`src/rtl/grr_pkg.sv`:
```
// Shared types for the glyph row run rectangle block.
package grr_pkg;

  // One glyph row as it arrives.
  typedef struct packed {
    logic        [63:0] row_bits;
    logic        [6:0]  glyph_width;
    logic        [5:0]  row_index;
    logic        [6:0]  glyph_height;
    logic signed [7:0]  glyph_x_offset;
    logic signed [7:0]  glyph_y_offset;
    logic        [9:0]  pen_x;
    logic        [9:0]  pen_y;
  } row_item_t;

  // One run rectangle as it leaves.
  typedef struct packed {
    logic signed [11:0] rect_x;
    logic signed [11:0] rect_y;
    logic        [6:0]  rect_width;
    logic               last_of_row;
  } rect_item_t;

  // Register indexes on the configuration port.
  localparam logic REG_BOLD_MODE   = 1'b0;
  localparam logic REG_FONT_ASCENT = 1'b1;

  typedef enum logic [1:0] {
    S_IDLE,
    S_SCAN,
    S_DONE
  } scan_state_t;

endpackage

```
`src/rtl/glyph_row_run_rectangles.sv`:
```
// Glyph row to run rectangle converter, top level.
//
// Usage: a glyph row item enters on row/row_valid/row_stall. The row bits are
// loaded into a shift register and scanned one pixel column per cycle, while
// the scan is not paused, from column 0 upward. Each maximal run of lit pixels
// gives one rectangle item on rect/rect_valid/rect_stall, one pixel high, in
// column order; the last one of the row carries last_of_row. Empty rows, zero
// width and rows outside the glyph give no item.
// Sequence: a row is accepted, its columns are scanned serially (glyph_width
// clamped to MAX_GLYPH_WIDTH), the end-of-row column closes any open run and
// the held rectangle is flushed. Rows rejected at entry never leave idle.
// Only one row is in work at a time.
// Ordering: each rectangle is held until the next run ends (or the row ends)
// so the last one can be marked, and is then registered onto the output.
// Stall: the output register holds while rect_stall is high; the scan pauses
// only when it has a new rectangle and no free slot.
// Reset (rst, synchronous): clears bold_mode, font_ascent and all control
// state. Configuration is an APB-style port, registers at 0 and 4.
module glyph_row_run_rectangles
  import grr_pkg::*;
#(
  parameter int MAX_GLYPH_WIDTH = 64
) (
  input  logic        clk,
  input  logic        rst,
  // row item channel
  input  row_item_t   row,
  input  logic        row_valid,
  output logic        row_stall,
  // rectangle item channel
  output rect_item_t  rect,
  output logic        rect_valid,
  input  logic        rect_stall,
  // configuration
  input  logic        psel,
  input  logic        penable,
  input  logic        pwrite,
  input  logic [2:0]  paddr,
  input  logic [31:0] pwdata,
  output logic [31:0] prdata,
  output logic        pready
);

  // column counter holds 0..MAX_GLYPH_WIDTH
  localparam int CW = $clog2(MAX_GLYPH_WIDTH + 1);
  localparam logic [6:0] MAX_W7 = 7'(MAX_GLYPH_WIDTH);

  // configuration registers
  logic       bold_mode;
  logic [7:0] font_ascent;

  assign pready = 1'b1;

  always_ff @(posedge clk) begin
    if (rst) begin
      bold_mode   <= 1'b0;
      font_ascent <= 8'd0;
    end else if (psel && penable && pwrite && pready) begin
      unique case (paddr[2])
        REG_BOLD_MODE:   bold_mode   <= pwdata[0];
        REG_FONT_ASCENT: font_ascent <= pwdata[7:0];
        default: ;
      endcase
    end
  end

  always_comb begin
    prdata = '0;
    unique case (paddr[2])
      REG_BOLD_MODE:   prdata = {31'd0, bold_mode};
      REG_FONT_ASCENT: prdata = {24'd0, font_ascent};
      default: ;
    endcase
  end

  // scan state
  scan_state_t state, state_next;
  logic [MAX_GLYPH_WIDTH-1:0] bits;     // pixel shift register, LSB is current column
  logic [CW-1:0]              col;
  logic [CW-1:0]              width_r;
  logic [11:0]                x_pos;    // left pixel of current column
  logic [11:0]                top_r;
  logic                       in_run;
  logic [11:0]                run_x;
  logic [6:0]                 run_len;
  logic                       pend_valid;
  rect_item_t                 pend;     // rectangle held back until the next one is known

  // entry decode
  logic [6:0]  width_clamp;
  logic        row_empty;
  logic [11:0] left_in;
  logic [11:0] top_in;

  always_comb begin
    width_clamp = (row.glyph_width > MAX_W7) ? MAX_W7 : row.glyph_width;
    row_empty   = (width_clamp == 7'd0) || ({1'b0, row.row_index} >= row.glyph_height);
    left_in     = {2'b00, row.pen_x} + {{4{row.glyph_x_offset[7]}}, row.glyph_x_offset};
    top_in      = {2'b00, row.pen_y} + {4'b0000, font_ascent}
                - ({{4{row.glyph_y_offset[7]}}, row.glyph_y_offset}
                   + {5'b00000, row.glyph_height})
                + {6'b000000, row.row_index};
  end

  // per-column decode
  logic out_free;
  logic lit;
  logic run_end;
  logic step;
  logic push;
  logic push_last;
  logic accept;
  logic scan_last;

  always_comb begin
    out_free  = !rect_valid || !rect_stall;
    lit       = (col < width_r) && bits[0];
    run_end   = in_run && !lit;
    scan_last = (col == width_r);
    accept    = row_valid && !row_stall;
  end

  // next state
  always_comb begin
    state_next = state;
    unique case (state)
      S_IDLE: if (accept && !row_empty) state_next = S_SCAN;
      S_SCAN: if (step && scan_last) state_next = S_DONE;
      S_DONE: if (!pend_valid || out_free) state_next = S_IDLE;
      default: state_next = S_IDLE;
    endcase
  end

  // outputs of the sequencer
  always_comb begin
    row_stall = 1'b1;
    step      = 1'b0;
    push      = 1'b0;
    push_last = 1'b0;
    unique case (state)
      S_IDLE: row_stall = 1'b0;
      S_SCAN: begin
        // pause only when a rectangle must leave and the slot is taken
        step = out_free || !(run_end && pend_valid);
        push = step && run_end && pend_valid;
      end
      S_DONE: begin
        push      = pend_valid && out_free;
        push_last = 1'b1;
      end
      default: ;
    endcase
  end

  always_ff @(posedge clk) begin
    if (rst) begin
      state      <= S_IDLE;
      in_run     <= 1'b0;
      pend_valid <= 1'b0;
      rect_valid <= 1'b0;
    end else begin
      state <= state_next;

      if (push) begin
        rect_valid <= 1'b1;
      end else if (!rect_stall) begin
        rect_valid <= 1'b0;
      end

      if (state == S_SCAN && step) begin
        if (lit && !in_run) begin
          in_run <= 1'b1;
        end else if (run_end) begin
          in_run     <= 1'b0;
          pend_valid <= 1'b1;
        end
      end else if (state == S_DONE && push) begin
        pend_valid <= 1'b0;
      end
    end
  end

  // payload registers
  always_ff @(posedge clk) begin
    if (push) begin
      rect <= {pend.rect_x, pend.rect_y, pend.rect_width, push_last};
    end

    if (accept) begin
      bits    <= row.row_bits[MAX_GLYPH_WIDTH-1:0];
      col     <= '0;
      width_r <= width_clamp[CW-1:0];
      x_pos   <= left_in;
      top_r   <= top_in;
    end else if (state == S_SCAN && step) begin
      bits  <= bits >> 1;
      col   <= col + 1'b1;
      x_pos <= x_pos + 12'd1;
      if (lit && !in_run) begin
        run_x   <= x_pos;
        run_len <= 7'd1;
      end else if (lit) begin
        run_len <= run_len + 7'd1;
      end else if (run_end) begin
        pend.rect_x      <= run_x;
        pend.rect_y      <= top_r;
        pend.rect_width  <= run_len + {6'd0, bold_mode};
        pend.last_of_row <= 1'b0;
      end
    end
  end

`ifndef NO_ASSERTIONS
  // nothing may be held back once the row is finished
  a_idle_no_pend: assert property (@(posedge clk) disable iff (rst)
    (state == S_IDLE) |-> !pend_valid)
    else $error("held rectangle left behind at end of row");

  // a run is only open while scanning
  a_run_in_scan: assert property (@(posedge clk) disable iff (rst)
    in_run |-> (state == S_SCAN))
    else $error("open run outside the scan");

  // the scan never passes the end-of-row column
  a_col_bound: assert property (@(posedge clk) disable iff (rst)
    (state == S_SCAN) |-> (col <= width_r))
    else $error("column counter beyond row width");

  // a pushed rectangle appears on the output the next cycle
  a_push_shows: assert property (@(posedge clk) disable iff (rst)
    push |=> rect_valid)
    else $error("pushed rectangle not presented");
`endif

endmodule

```
`config.mk`:
```
export PLATFORM = sky130hd
export DESIGN_NAME = glyph_row_run_rectangles
export DESIGN_NICKNAME = d
export VERILOG_FILES = /design/src/rtl/grr_pkg.sv /design/src/rtl/glyph_row_run_rectangles.sv
export SDC_FILE = /design/constraint.sdc
export NUM_CORES = 1
export LEC_CHECK = 0
export BUFFER_PORTS_ARGS = -buffer_cell sky130_fd_sc_hd__clkbuf_2
export CAP_MARGIN = 20
export CORE_ASPECT_RATIO = 2
export CORE_MARGIN = 2
export CORE_UTILIZATION = 54
export DETAILED_ROUTE_END_ITERATION = 16
export PLACE_DENSITY = 0.89
export SYNTH_ARGS = -nofsm -noshare
export SYNTH_HDL_FRONTEND = slang
export SYNTH_SLANG_ARGS = --single-unit
export TNS_END_PERCENT = 1
```
`constraint.sdc`:
```
create_clock -name clk -period 5.2 [get_ports clk]
set_input_delay 0.26 -clock clk [delete_from_list [all_inputs] [get_ports clk]]
set_output_delay 0.26 -clock clk [all_outputs]
set_load 0.01 [all_outputs]
```
==> impl_summary.md <==
Run status
The run finished with clean final reports.

Clocking
The post-CTS repair timing setup buffer count is 0. The count of hold buffers inserted by post-cts repair is 0. The worst-case clock buffer depth is 2. The maximum level of the CTS H-tree is 4. The root buffer selected by CTS is clkbuf_16. Gates resized during post-CTS repair numbered 0. The clock tree from TritonCTS is built. The clock reaches the later pin of the worst-skew pair after 0.43 ns. The clock-pin slew on the worst setup and hold paths is 0.07 ns. The total clock buffers created by CTS is 17. The number of sinks handled by clock tree synthesis is 198.

Detailed routing
Detailed routing inserted a total of 6900 vias. The total iterations of the first detailed-routing run is 4. The count of nets left with antenna violations once routing finished came out at 0. For this block, the routed nets add up to 19490 um of wire. After detailed routing, the average wire length per cell comes to 15.04 um. In the routed design, unresolved DRC markers number 0. The detailed-route vias per instance is 5.324.

The violation count after the first detailed-routing iteration is 376.

Synth
The number of enable flip-flop cells after synthesis is 177. The flip-flop and latch count after synthesis is 198. After synthesis the cells add up to 9901 um^2. The post-synthesis cell type count is 52. The proportion of netlist area held by the largest area contributor is 53.68%. The average cell area after synthesis is 11.07 um^2. The fraction of the yosys area taken by sequential cells is 57.93%.

For this run, the leading register cell type out of synthesis is edfxtp_1. Counting every instance in the synthesized netlist gives 894. In the post-synthesis netlist, the cell with the most instances is nand2_1. By area the synthesized netlist is led by edfxtp_1, nand2_1, ha_1, dfxtp_1, fa_1. The proportion of register bits with asynchronous set or reset after synthesis is 0%.

The synthesis warning total is 0. Sorting the synthesized cells by how often they occur yields nand2_1, edfxtp_1, inv_1. The synthesized design spends more area on one cell type than any other, namely edfxtp_1.

STA
Setup violations remaining at the end of the flow were counted as 0. At the pin with the least slew margin, the transition time is 1.059 ns. The final critical delay including setup and external delays is 3.925 ns. The maximum clock frequency is 254.8 MHz. After routing, the total negative slack on setup checks comes to 0 ns. Once routing completed, OpenROAD measured the worst setup slack at 1.275 ns. The final hold violation count came to 0. The hold slack is 0.04989 ns. Setup repair after global routing left no endpoint under its margin. The count of pins over their slew limit came to 0. Across the routed clock network, the largest skew measured is 0.01128 ns. The relative slew slack is 29.23%. The ratio of final minimum period to clock period is 75.48%.

Critical path
Walking the worst path, the cells encountered are clkbuf_2 > ha_1 > fa_1 > a21o_1 > a21oi_1 > xnor2_1 > fa_1 > fa_1 > inv_1 > ha_1 > a21oi_1 > nor2b_1 > o31ai_1 > a21oi_1 > o311ai_0. The startpoint identified for the worst register-to-register timing path is col[1]$_SDFFE_PP0P_. Of all nets on the critical path, the largest fanout is 5. The logic depth of the worst register-to-register path is 12. The start point of the critical path is row[36]. The required arrival time at the worst endpoint is 5.40 ns. The capture instance of the worst register-to-register path is pend[12]$_DFFE_PP_. In this run the register-to-register setup slack is 1.56 ns.

The sort of element at the end of the critical path is a flop. On the worst path, the slowest cell contributes a delay of 0.53 ns. The category of the most critical setup path is input port to flop.

The slowest cell on the critical path is fa_1. The capturing instance or port of the critical path is top_r[10]$_DFFE_PP_. The critical path data arrival time is 4.13 ns. STA classifies the critical path startpoint as an input port.

Floorplan
The overall die width is 99.75 um. After floorplanning, the core was divided into 70 placement rows. The floorplan step defined a die boundary enclosing 19500 um^2. The standard cell core area is 18130 um^2.

The die outline height is 195.5 um. The initial utilization of the core area, before any placement, comes to 54.61%. The number of placed I/O pins is 229.

Power and ir drop
The maximum vdd ir drop is 0.3076 mV. In this run, the combinational gates consume 26.9% of the power. Sequential cells account for 48.2% of the total power. The cell leakage power is 5.059 nW. Net switching is 31.54% of the power. The clock network fraction of design power is 24.9%. The power dissipated by switching net loads is 1.705 mW. Internal power comes to 3.700 mW. The final total power is 5.405 mW. The power density normalized to cell area is 469.1 nW/um^2.

Place
The worst slack at placement is 0.9663 ns. Summed over all nets, the half-perimeter wirelength after detailed placement is 14210 um. The routability-driven placement congestion ratio is 0.8615.

Buffers placed on the I/O ports in this run total 177.

Global route
The first global-routing pass estimated 30710 um of wire. The final global-route overflow total is 0. The global-route total usage across every layer is 20.28%. The initial antenna violation count is 0.

The via count of the first global-routing pass is 6715. Entering global routing, the biggest net connects 104 pins.

Final layout
Compared with the post-synthesis result, the final layout area differs by 16.38%. The antenna cell count is 0. At the end of the flow the core is filled with cells to 63.55%. The fraction of layout cells with a size suffix above 1 is 20.19%. The final net count is 1304.

Min path
The class of the worst hold path is input port to flop.

Run
The tool flagged a number of max-cap violations equal to 0.
registers in the layout, summed over array words and instances (netlist names), 2 cells and up:
name,flops
font_ascent,8
width_r,7
bits,64
pend,31
col,7
run_len,7
x_pos,12
top_r,12
rect,32
state,2
run_x,12
worst max-delay path, delay by kind of cell:
| kind | cells | cell delay (ns) |
|---|---|---|
| buf+inv | 2 | 0.14 |
| xor+xnor | 1 | 0.19 |
| simple gates | 1 | 0.08 |
| fa+ha+maj | 5 | 1.98 |
| compound gates | 6 | 1.47 |
metal layers:
metal	global-route usage, %	routed length (um)	vias up
li1	-	-	3360
met1	21.74	7132	3253
met2	36.89	10690	242
met3	3.364	840	45
met4	11.42	827	0
met5	0	0	-
stage by stage:
| step | instance area [um^2] | cells |
|---|---|---|
| 6_report | 11520 | 1296 |
| 5_1_grt | 11520 | 1296 |
| 4_1_cts | 11520 | 1296 |
| 3_5_place_dp | 10920 | 1264 |
| 3_3_place_gp | 10920 | 1264 |
| 2_1_floorplan | 9987 | 917 |
layout by cell type, fill, tap and decap left out, types with 3 or more instances in the layout:
cell type / n
a21oi_1: 33
clkbuf_16: 17
a21o_1: 5
ha_1: 59
inv_1: 60
o21a_1: 5
inv_6: 4
nor3_1: 10
xor2_1: 20
nor2b_1: 14
and3_1: 4
nand2b_1: 11
o21ai_0: 18
dfxtp_1: 21
bufinv_16: 3
o21bai_1: 4
nand4_1: 10
xnor2_1: 22
clkbuf_2: 177
clkinv_2: 3
fa_1: 16
and2_1: 4
nor2_1: 47
conb_1: 25
or3_1: 4
nand2_1: 235
a211oi_1: 3
edfxtp_1: 177
a211o_1: 3
nor3b_1: 3
nand3_1: 16
logic make-up after synthesis:
family          after synthesis  synth area share [%]
buf+inv                     109                 5.080
mux                           4                0.4297
flops                       198                 57.93
other cells                   2               0.07585
fa+ha+maj                    75                 10.69
simple gates                370                 16.10
xor+xnor                     42                 3.715
compound gates               94                 5.978
cell type report:
type,count,area [um^2]
clock inverter,14,175.2
inverter,61,230.2
clock buffer,18,429.2
multi-input combinational,610,3781
timing repair buffer,179,900.9
fill,1383,6608
tap,216,270.3
sequential,198,5736
power by group through the flow:
stage	combinational, mW	clock [mW]	sequential, mW
3_3_place_gp	1.37	0	2.61
2_1_floorplan	1.10	0	2.58
3_5_place_dp	1.44	0	2.63
5_1_grt	1.66	1.43	2.65
4_1_cts	1.47	1.37	2.61
6_report	1.45	1.35	2.60
worst min-delay path by stage:
stage                                              to  slack (ns)  depth (start not counted)          startpoint
final                     font_ascent[6]$_SDFFE_PP0P_        0.05                          3           pwdata[6]
after global routing      font_ascent[5]$_SDFFE_PP0P_        0.05                          3           pwdata[5]
after CTS                 font_ascent[4]$_SDFFE_PP0P_        0.03                          3           pwdata[4]
after detailed placement           rect[16]$_DFFE_PP_        0.40                          0  pend[16]$_DFFE_PP_
after global placement             pend[17]$_DFFE_PP_        0.40                          0  top_r[9]$_DFFE_PP_
after floorplan           font_ascent[1]$_SDFFE_PP0P_        0.33                          1                 rst
(Power assumes the default switching activity.)
